File: src/hdl/cblm_pkg.sv
// Package with the word types and codes of the cartridge bank latch mapper.
package cblm_pkg;

  // Bus event codes carried in the command field.
  localparam logic [1:0] CMD_WR_LOW  = 2'd0;
  localparam logic [1:0] CMD_WR_HIGH = 2'd1;
  localparam logic [1:0] CMD_RD_LOW  = 2'd2;
  localparam logic [1:0] CMD_SOFT_RST = 2'd3;

  // Mapper variant codes.
  localparam logic [2:0] VAR_LOW_LATCH   = 3'd0;
  localparam logic [2:0] VAR_MASK_LATCH  = 3'd1;
  localparam logic [2:0] VAR_HIGH_LATCH  = 3'd2;
  localparam logic [2:0] VAR_HIGH_LATCH2 = 3'd3;
  localparam logic [2:0] VAR_MULTI_LATCH = 3'd4;
  localparam logic [2:0] VAR_RESET       = VAR_MULTI_LATCH;

  // Command register codes of the multi-latch variant.
  localparam logic [2:0] SEL_CHR_BIT3 = 3'd2;
  localparam logic [2:0] SEL_CHR_BIT2 = 3'd4;
  localparam logic [2:0] SEL_PRG      = 3'd5;
  localparam logic [2:0] SEL_CHR_LOW  = 3'd6;
  localparam logic [2:0] SEL_MIRROR   = 3'd7;

  // Address decode masks.
  localparam logic [15:0] MULTI_CMD_MASK  = 16'h4101;
  localparam logic [15:0] MULTI_CMD_MATCH = 16'h4100;
  localparam logic [15:0] MULTI_RD_MASK   = 16'h4100;
  localparam logic [15:0] MASK_WR_MASK    = 16'h0103;
  localparam logic [15:0] MASK_WR_MATCH   = 16'h0102;
  localparam logic [15:0] LOW_WR_BIT      = 16'h0100;

  // Configuration register index.
  localparam logic REG_VARIANT = 1'b0;

  typedef struct packed {
    logic [1:0]  command;
    logic [15:0] address;
    logic [7:0]  write_data;
  } in_word_t;

  typedef struct packed {
    logic       handled;
    logic [7:0] read_data;
    logic [2:0] prg_bank;
    logic [3:0] chr_bank;
    logic [1:0] mirror_mode;
    logic       mirror_valid;
  } out_word_t;

endpackage

File: src/hdl/cblm_core.sv
// Latch state of the mapper, its update for one bus word, and the bank decode.
module cblm_core (
  input  logic               clk_i,
  input  logic               rst_ni,
  input  logic               fire_i,
  input  cblm_pkg::in_word_t item_i,
  input  logic [2:0]         variant_i,
  output cblm_pkg::out_word_t result_o
);
  import cblm_pkg::*;

  logic [2:0] select_q, select_d;
  logic [7:0] main_q, main_d;
  logic [1:0] chr_low_q, chr_low_d;
  logic [1:0] mirror_q, mirror_d;
  logic       chr_bit3_q, chr_bit3_d;
  logic       chr_bit2_q, chr_bit2_d;
  logic       switch_q, switch_d;
  logic       handled;
  logic [7:0] rdata;
  logic       mask_hit;

  assign mask_hit = (item_i.address & MASK_WR_MASK) == MASK_WR_MATCH;

  // Next latch values, claim flag and read data for the word in the input register.
  always_comb begin
    select_d   = select_q;
    main_d     = main_q;
    chr_low_d  = chr_low_q;
    mirror_d   = mirror_q;
    chr_bit3_d = chr_bit3_q;
    chr_bit2_d = chr_bit2_q;
    switch_d   = switch_q;
    handled    = 1'b0;
    rdata      = 8'h00;
    if (variant_i <= VAR_MULTI_LATCH) begin
      case (item_i.command)
        CMD_SOFT_RST: begin
          handled = 1'b1;
          main_d  = 8'h00;
          if (variant_i == VAR_MULTI_LATCH) begin
            chr_low_d  = 2'b00;
            mirror_d   = 2'b00;
            chr_bit3_d = 1'b0;
            chr_bit2_d = 1'b0;
            switch_d   = ~switch_q;
          end
        end
        CMD_WR_LOW: begin
          if (variant_i == VAR_LOW_LATCH) begin
            handled = 1'b1;
            if ((item_i.address & LOW_WR_BIT) != 16'h0000) main_d = item_i.write_data;
          end else if (variant_i == VAR_MASK_LATCH) begin
            handled = 1'b1;
            if (mask_hit) main_d = item_i.write_data;
          end else if (variant_i == VAR_MULTI_LATCH) begin
            handled = 1'b1;
            if ((item_i.address & MULTI_CMD_MASK) == MULTI_CMD_MATCH) begin
              select_d = item_i.write_data[2:0];
            end else begin
              unique case (select_q)
                SEL_CHR_BIT3: begin
                  main_d     = {7'd0, item_i.write_data[0]};
                  chr_bit3_d = item_i.write_data[0];
                end
                SEL_CHR_BIT2: chr_bit2_d = item_i.write_data[0];
                SEL_PRG:      main_d = {5'd0, item_i.write_data[2:0]};
                SEL_CHR_LOW:  chr_low_d = item_i.write_data[1:0];
                SEL_MIRROR:   mirror_d = item_i.write_data[2:1];
                default: ;
              endcase
            end
          end
        end
        CMD_WR_HIGH: begin
          if (variant_i == VAR_MASK_LATCH) begin
            handled = 1'b1;
            if (mask_hit) main_d = item_i.write_data;
          end else if (variant_i == VAR_HIGH_LATCH || variant_i == VAR_HIGH_LATCH2) begin
            handled = 1'b1;
            main_d  = item_i.write_data;
          end
        end
        default: begin
          // Low-region read answers only in the multi-latch variant.
          if (variant_i == VAR_MULTI_LATCH &&
              (item_i.address & MULTI_RD_MASK) == MULTI_RD_MASK) begin
            handled = 1'b1;
            rdata   = {2'b00, 3'b111, ~select_q[2:1], ~select_q[0] ^ switch_q};
          end
        end
      endcase
    end
  end

  // Bank decode from the updated latches.
  always_comb begin
    result_o              = '0;
    result_o.handled      = handled;
    result_o.read_data    = rdata;
    unique case (variant_i)
      VAR_LOW_LATCH, VAR_HIGH_LATCH: begin
        result_o.prg_bank = {2'b00, main_d[3]};
        result_o.chr_bank = {1'b0, main_d[2:0]};
      end
      VAR_MASK_LATCH: begin
        result_o.prg_bank = {1'b0, main_d[7], main_d[2]};
        result_o.chr_bank = main_d[6:3];
      end
      VAR_HIGH_LATCH2: begin
        result_o.chr_bank = {3'b000, main_d[7]};
      end
      VAR_MULTI_LATCH: begin
        result_o.prg_bank     = main_d[2:0];
        result_o.chr_bank     = {chr_bit3_d, chr_bit2_d, chr_low_d};
        result_o.mirror_mode  = mirror_d;
        result_o.mirror_valid = 1'b1;
      end
      default: ;
    endcase
  end

  // Latch registers advance when the word moves to the result register.
  always_ff @(posedge clk_i or negedge rst_ni) begin
    if (!rst_ni) begin
      select_q   <= 3'd0;
      main_q     <= 8'h00;
      chr_low_q  <= 2'b00;
      mirror_q   <= 2'b00;
      chr_bit3_q <= 1'b0;
      chr_bit2_q <= 1'b0;
      switch_q   <= 1'b1;
    end else if (fire_i) begin
      select_q   <= select_d;
      main_q     <= main_d;
      chr_low_q  <= chr_low_d;
      mirror_q   <= mirror_d;
      chr_bit3_q <= chr_bit3_d;
      chr_bit2_q <= chr_bit2_d;
      switch_q   <= switch_d;
    end
  end

endmodule

File: src/hdl/cblm_regs.sv
// Configuration register file with its APB-style access port.
module cblm_regs (
  input  logic        clk_i,
  input  logic        rst_ni,
  input  logic        psel,
  input  logic        penable,
  input  logic        pwrite,
  input  logic [2:0]  paddr,
  input  logic [31:0] pwdata,
  output logic [31:0] prdata,
  output logic        pready,
  output logic [2:0]  variant_o
);
  import cblm_pkg::*;

  logic [2:0] variant_q;
  logic       wr_en;

  assign pready = 1'b1;
  assign wr_en  = psel && penable && pwrite && (paddr[2] == REG_VARIANT);

  // Read back the variant register wherever paddr[2] is low; other addresses read as zero.
  always_comb begin
    prdata = 32'd0;
    if (paddr[2] == REG_VARIANT) prdata = {29'd0, variant_q};
  end

  // Variant register.
  always_ff @(posedge clk_i or negedge rst_ni) begin
    if (!rst_ni) begin
      variant_q <= VAR_RESET;
    end else if (wr_en) begin
      variant_q <= pwdata[2:0];
    end
  end

  assign variant_o = variant_q;

endmodule

File: src/hdl/cartridge_bank_latch_mapper_top.sv
// Top level of the cartridge bank latch mapper: input register, core, result register.
// An accepted word moves on to the output register once that register is free or read.
// One word per cycle without output stalls; the latch update sits between the registers.
// The input register keeps taking words while a result waits, until both are full.
// Reset (rst_ni low, asynchronous) empties both registers, clears the latches,
// sets the switch bit and selects the multi-latch variant.
module cartridge_bank_latch_mapper_top (
  input  logic                clk_i,
  input  logic                rst_ni,
  input  logic                in_valid_i,
  output logic                in_ready_o,
  input  cblm_pkg::in_word_t  in_data_i,
  output logic                out_valid_o,
  input  logic                out_ready_i,
  output cblm_pkg::out_word_t out_data_o,
  input  logic                psel,
  input  logic                penable,
  input  logic                pwrite,
  input  logic [2:0]          paddr,
  input  logic [31:0]         pwdata,
  output logic [31:0]         prdata,
  output logic                pready
);
  import cblm_pkg::*;

  in_word_t  in_word_q;
  logic      in_valid_q;
  out_word_t out_word_q;
  logic      out_valid_q;
  out_word_t result;
  logic [2:0] variant;
  logic      advance;

  // The input word moves on when the result register is free or being read.
  assign advance    = in_valid_q && (!out_valid_q || out_ready_i);
  assign in_ready_o = !in_valid_q || advance;

  cblm_regs u_regs (
    .clk_i    (clk_i),
    .rst_ni   (rst_ni),
    .psel     (psel),
    .penable  (penable),
    .pwrite   (pwrite),
    .paddr    (paddr),
    .pwdata   (pwdata),
    .prdata   (prdata),
    .pready   (pready),
    .variant_o(variant)
  );

  cblm_core u_core (
    .clk_i    (clk_i),
    .rst_ni   (rst_ni),
    .fire_i   (advance),
    .item_i   (in_word_q),
    .variant_i(variant),
    .result_o (result)
  );

  // Valid flags of the two stages.
  always_ff @(posedge clk_i or negedge rst_ni) begin
    if (!rst_ni) begin
      in_valid_q  <= 1'b0;
      out_valid_q <= 1'b0;
    end else begin
      if (in_ready_o) in_valid_q <= in_valid_i;
      if (advance) begin
        out_valid_q <= 1'b1;
      end else if (out_ready_i) begin
        out_valid_q <= 1'b0;
      end
    end
  end

  // Payload registers.
  always_ff @(posedge clk_i) begin
    if (in_ready_o && in_valid_i) in_word_q <= in_data_i;
    if (advance) out_word_q <= result;
  end

  assign out_valid_o = out_valid_q;
  assign out_data_o  = out_word_q;

endmodule

File: config.mk
export PLATFORM = sky130hd
export DESIGN_NAME = cartridge_bank_latch_mapper_top
export DESIGN_NICKNAME = d
export VERILOG_FILES = /design/src/hdl/cblm_pkg.sv /design/src/hdl/cblm_core.sv /design/src/hdl/cblm_regs.sv /design/src/hdl/cartridge_bank_latch_mapper_top.sv
export SDC_FILE = /design/constraint.sdc
export NUM_CORES = 1
export LEC_CHECK = 0
export BUFFER_PORTS_ARGS = -buffer_cell sky130_fd_sc_hd__buf_2
export CAP_MARGIN = 20
export CORE_MARGIN = 3
export CORE_UTILIZATION = 48
export CTS_CLUSTER_DIAMETER = 30
export DETAILED_ROUTE_END_ITERATION = 16
export PLACE_DENSITY_LB_ADDON = 0.08
export SYNTH_ARGS = -nofsm -noshare
export SYNTH_HDL_FRONTEND = slang
export SYNTH_HIERARCHICAL = 1
export SYNTH_SLANG_ARGS = --single-unit
File: constraint.sdc
create_clock -name clk_i -period 2.8 [get_ports clk_i]
set_input_delay 0.42 -clock clk_i [delete_from_list [all_inputs] [get_ports clk_i]]
set_output_delay 0.42 -clock clk_i [all_outputs]
set_load 0.02 [all_outputs]
Word-level counts from Yosys, hierarchy flattened. Cells that the tools add are included.

Flip-flop bits (word level): 67. Bits of input ports: 68. Output and inout bits: 54. Logic and storage cells: 120.

$lt $le $gt $ge: 1. Equality and inequality tests: 14. Mux-type cells: 57. Bitwise gates (word level): 9. Reduce and logical (&&, ||, !) cells: 19.

Operators with widths (count): $mux W8 (9); $mux W2 (14); $pmux W8 S3 (1); $mux W1 (23); $eq A3 B3 Y1 const B (7); $pmux W4 S4 (1); $pmux W8 S2 (1); $eq A3 B2 Y1 const B (3); $pmux W3 S3 (1); $pmux W2 S2 (2); $not A1 Y1 (7); $reduce_and A7 Y1 (1); $logic_and A1 B1 Y1 (6); $mux W6 (1); $reduce_or A5 Y1 (1); $eq A2 B2 Y1 const B (2); $pmux W1 S2 (2); $reduce_and A4 Y1 (1); $reduce_or A4 Y1 (1); $eq A3 B1 Y1 const B (1); $le A3 B3 Y1 const B (1); $logic_not A3 Y1 (1); $logic_or A1 B1 Y1 (3); $mux W3 (1); 8 further kinds (9).

Logic depth before layout (Yosys ltp).
Depth after elaboration: 9. Depth in mapped cells: 10. Depth with buffers taken out: 9.

Hierarchy. The synthesis kept the hierarchy.

Modules (own cells, without submodules): cblm_core (times used 1, cells an instance 287, area each 2259.7 um2, seq. area each 451.7 um2); cartridge_bank_latch_mapper_top (times used 1, cells an instance 53, area each 1455.1 um2, seq. area each 1401.3 um2); cblm_regs (times used 1, cells an instance 42, area each 404.1 um2, seq. area each 76.3 um2).

Least setup slack after synthesis. OpenSTA, ideal clock, no wires.

Path kind: reg2reg. Start: register u_regs.variant_q[1] (netlist: u_regs/variant_o[1]). End: register out_word_q, in the netlist out_data_o[5], data pin. Library setup time: 275 ps. Arrival time: 2098 ps. Required time: 2525 ps. Setup slack: 427 ps. Cell stages (with the launch flop): 9. Buffers on the path: 1. Period minus slack after synthesis: 2373 ps. Cells stage by stage: dfrtp_1 nor2_1 ha_1 clkbuf_8 nand4b_1 or4_4 mux2_2 o21ai_0 o221ai_1.

RTL lines: start: declaration (line cblm_regs.sv:16) `logic [2:0] variant_q;`; start signal: assignment (line cblm_regs.sv:33) `variant_q <= pwdata[2:0];`; end signal: assignment (line cartridge_bank_latch_mapper_top.sv:78) `if (advance) out_word_q <= result;`; end: declaration (line cartridge_bank_latch_mapper_top.sv:28) `out_word_t out_word_q;`.

==> results.md <==
* Leakage at around 1.8 nW
* Iteration-0 DRC Markers at approximately 300
* Achievable Freq at slightly below 0.4 GHz
* Initial antenna violation count at 0
* Reg2reg setup slack at between 0.2 and 0.3 ns
* Share of layout cells above drive strength 1 at a little over a quarter
* Total congestion overflow at 0
* R2r endpoint: out_data_o[5]
* Crit end category: register
* Setup Skew at between 0.004 and 0.005 ns
* Initial Util at around 50%
* Final Max Tran Viols at 0
* Syn avg cell area at between 10 and 15 um2
* Core Area at between 0.007 and 0.008 mm2
* Mapped Area at ~0.0038 mm2
* Reg clk slew, reported paths at about 0.090 ns
* Post-layout min period at approximately 2.5 ns
* CP arrival at ~2.6 ns
* Wire length per cell at ~17 um
* Cell area power density at 614.4 mW/mm2
* Die Wd at ~94 um
* FF-to-FF path depth at 8
* Hold Crit Class: primary input to asynchronous set/reset pin
* CTS H-tree depth at 2
* Vias in the first global route at roughly 2800
* DP HPWL at about 6400 um
* ANT nets after route at 0
* CTS Buf Count at 5
* Post-CTS setup buffers at 0
* Worst Tran Pin Value at between 0.5 and 0.6 ns
* Final nets at between 400 and 500
* Total Routing Usage GR at roughly a fifth
* Final hold vios at 0
* Crit start category: register
* CTS tree: yes
* Crit-path max FO at 10
* Status: complete, no violations
* Hold Buf Count CTS at 0
* Setup TNS at 0 ns
* Total Wirelength at ~8700 um
* Post-layout power at between 0.002 and 0.003 W
* Kind of critical path: register to register
* Instance area at placement at between 0.004 and 0.005 mm2
* Final core occ at a little under three fifths
* DRC errors left at 0
* DR pass1 iterations at 5
* Post-Synthesis Cells at 370
* Max-cap viol count at 0
* IO Count at 122
* Final Wtd Congestion at just over 0.9
* Diode count at 0
* Area growth, synth to finish at 9.321%
* CTS max path bufs at 2
* Crit path required time at ~2.8 ns
* Port bufs at 48
* Die Ht at 94.49 um
* Worst-Skew Late Latency at slightly above 0.3 ns
* Die area at about 0.0089 mm2
* Vias at 3000
* CTS sink cnt at 56
* First-pass GRT wire length at between 10000 and 15000 um
* Most frequent cells in the layout: buf_2 (48), edfxtp_1 (33), conb_1 (32)
* Largest net degree at the start of global routing at 33
* Rows at 31
* Most common library cell in the layout ignoring fill and taps: buf_2
* Reg-to-Reg Start: u_regs/variant_o[0]
* Worst VDD drop at between 200 and 300 uV
* # setup viols final at 0
* Root Driver: clkbuf_8
* Rel. slew slack at approximately 60%
* Final Cell Area at slightly above 0.004 mm2
* Final worst-path cycle share at 90.80%
* RSZ-0062 raised after global routing: no
* Ys Warns at 6
* Hold_ws at between 0.1 and 0.15 ns
* DR vias/cell at 5.736
* PostCTS Resize Cnt at 0
==> flip-flops by register name (all words and copies together) (netlist names) <==
name,count
u_core/chr_bit2_q,1
u_core/chr_low_q,2
u_core/mirror_q,2
in_valid_q,1
u_core/chr_bit3_q,1
u_core/main_q,8
in_word_q,14
u_core/select_q,3
out_data_o,19
u_regs/variant_o,3
out_valid_o,1
u_core/switch_q,1
==> how the worst max path moves through the flow <==
stage,end,slack [ns],from,cells after the start
after global placement,out_data_o[5],0.27,u_regs/variant_o[0],8
after detailed placement,out_data_o[5],0.27,u_regs/variant_o[0],8
after CTS,out_data_o[5],0.25,u_regs/variant_o[0],8
final,out_data_o[5],0.26,u_regs/variant_o[0],8
after global routing,out_data_o[7],0.06,u_regs/variant_o[0],8
after floorplan,out_data_o[5],0.43,u_regs/variant_o[1],8
==> power breakdown <==
| part | switching, W | leakage [nW] | internal [W] |
|---|---|---|---|
| Sequential | 0.000148 | 0.611 | 0.00101 |
| Clock | 0.000248 | 0.0515 | 0.000226 |
| Combinational | 0.000533 | 1.10 | 0.000355 |
| Total | 0.000930 | 1.77 | 0.00159 |
==> metal layers <==
| metal | vias to the layer above | share of wire (%) | track usage (%) |
|---|---|---|---|
| met3 | 22 | 8.0 | 3.028 |
| met2 | 175 | 45 | 32.15 |
| li1 | 1403 | - | - |
| met1 | 1400 | 45 | 30.36 |
| met5 | - | 0 | 0 |
| met4 | 0 | 2.7 | 7.813 |
==> critical path, cell delays in order (launching register included) <==
cell and delay (ns):
dfrtp_1 0.46, nor2_1 0.28, ha_1 0.23, buf_4 0.19, o211ai_4 0.14, o211a_1 0.26
o2bb2ai_1 0.13, a221oi_1 0.37, o221ai_1 0.20
==> area by class of cell <==
type	count	area (um2)
fillers	675	3299
multi-input cells	278	1862
flip-flops and latches	56	1569
repair buffers	71	412.9
well taps	99	123.9
clock buffers	8	100.1
inverters	11	41.29
==> per-stage QoR <==
stage	std cells	setup slack (ns)
after floorplan	399	0.4268
after global placement	515	0.2736
after detailed placement	515	0.2700
after CTS	523	0.2513
after global routing	523	0.05672
final	523	0.2577
Note: power is estimated with default switching activity, not from simulation.
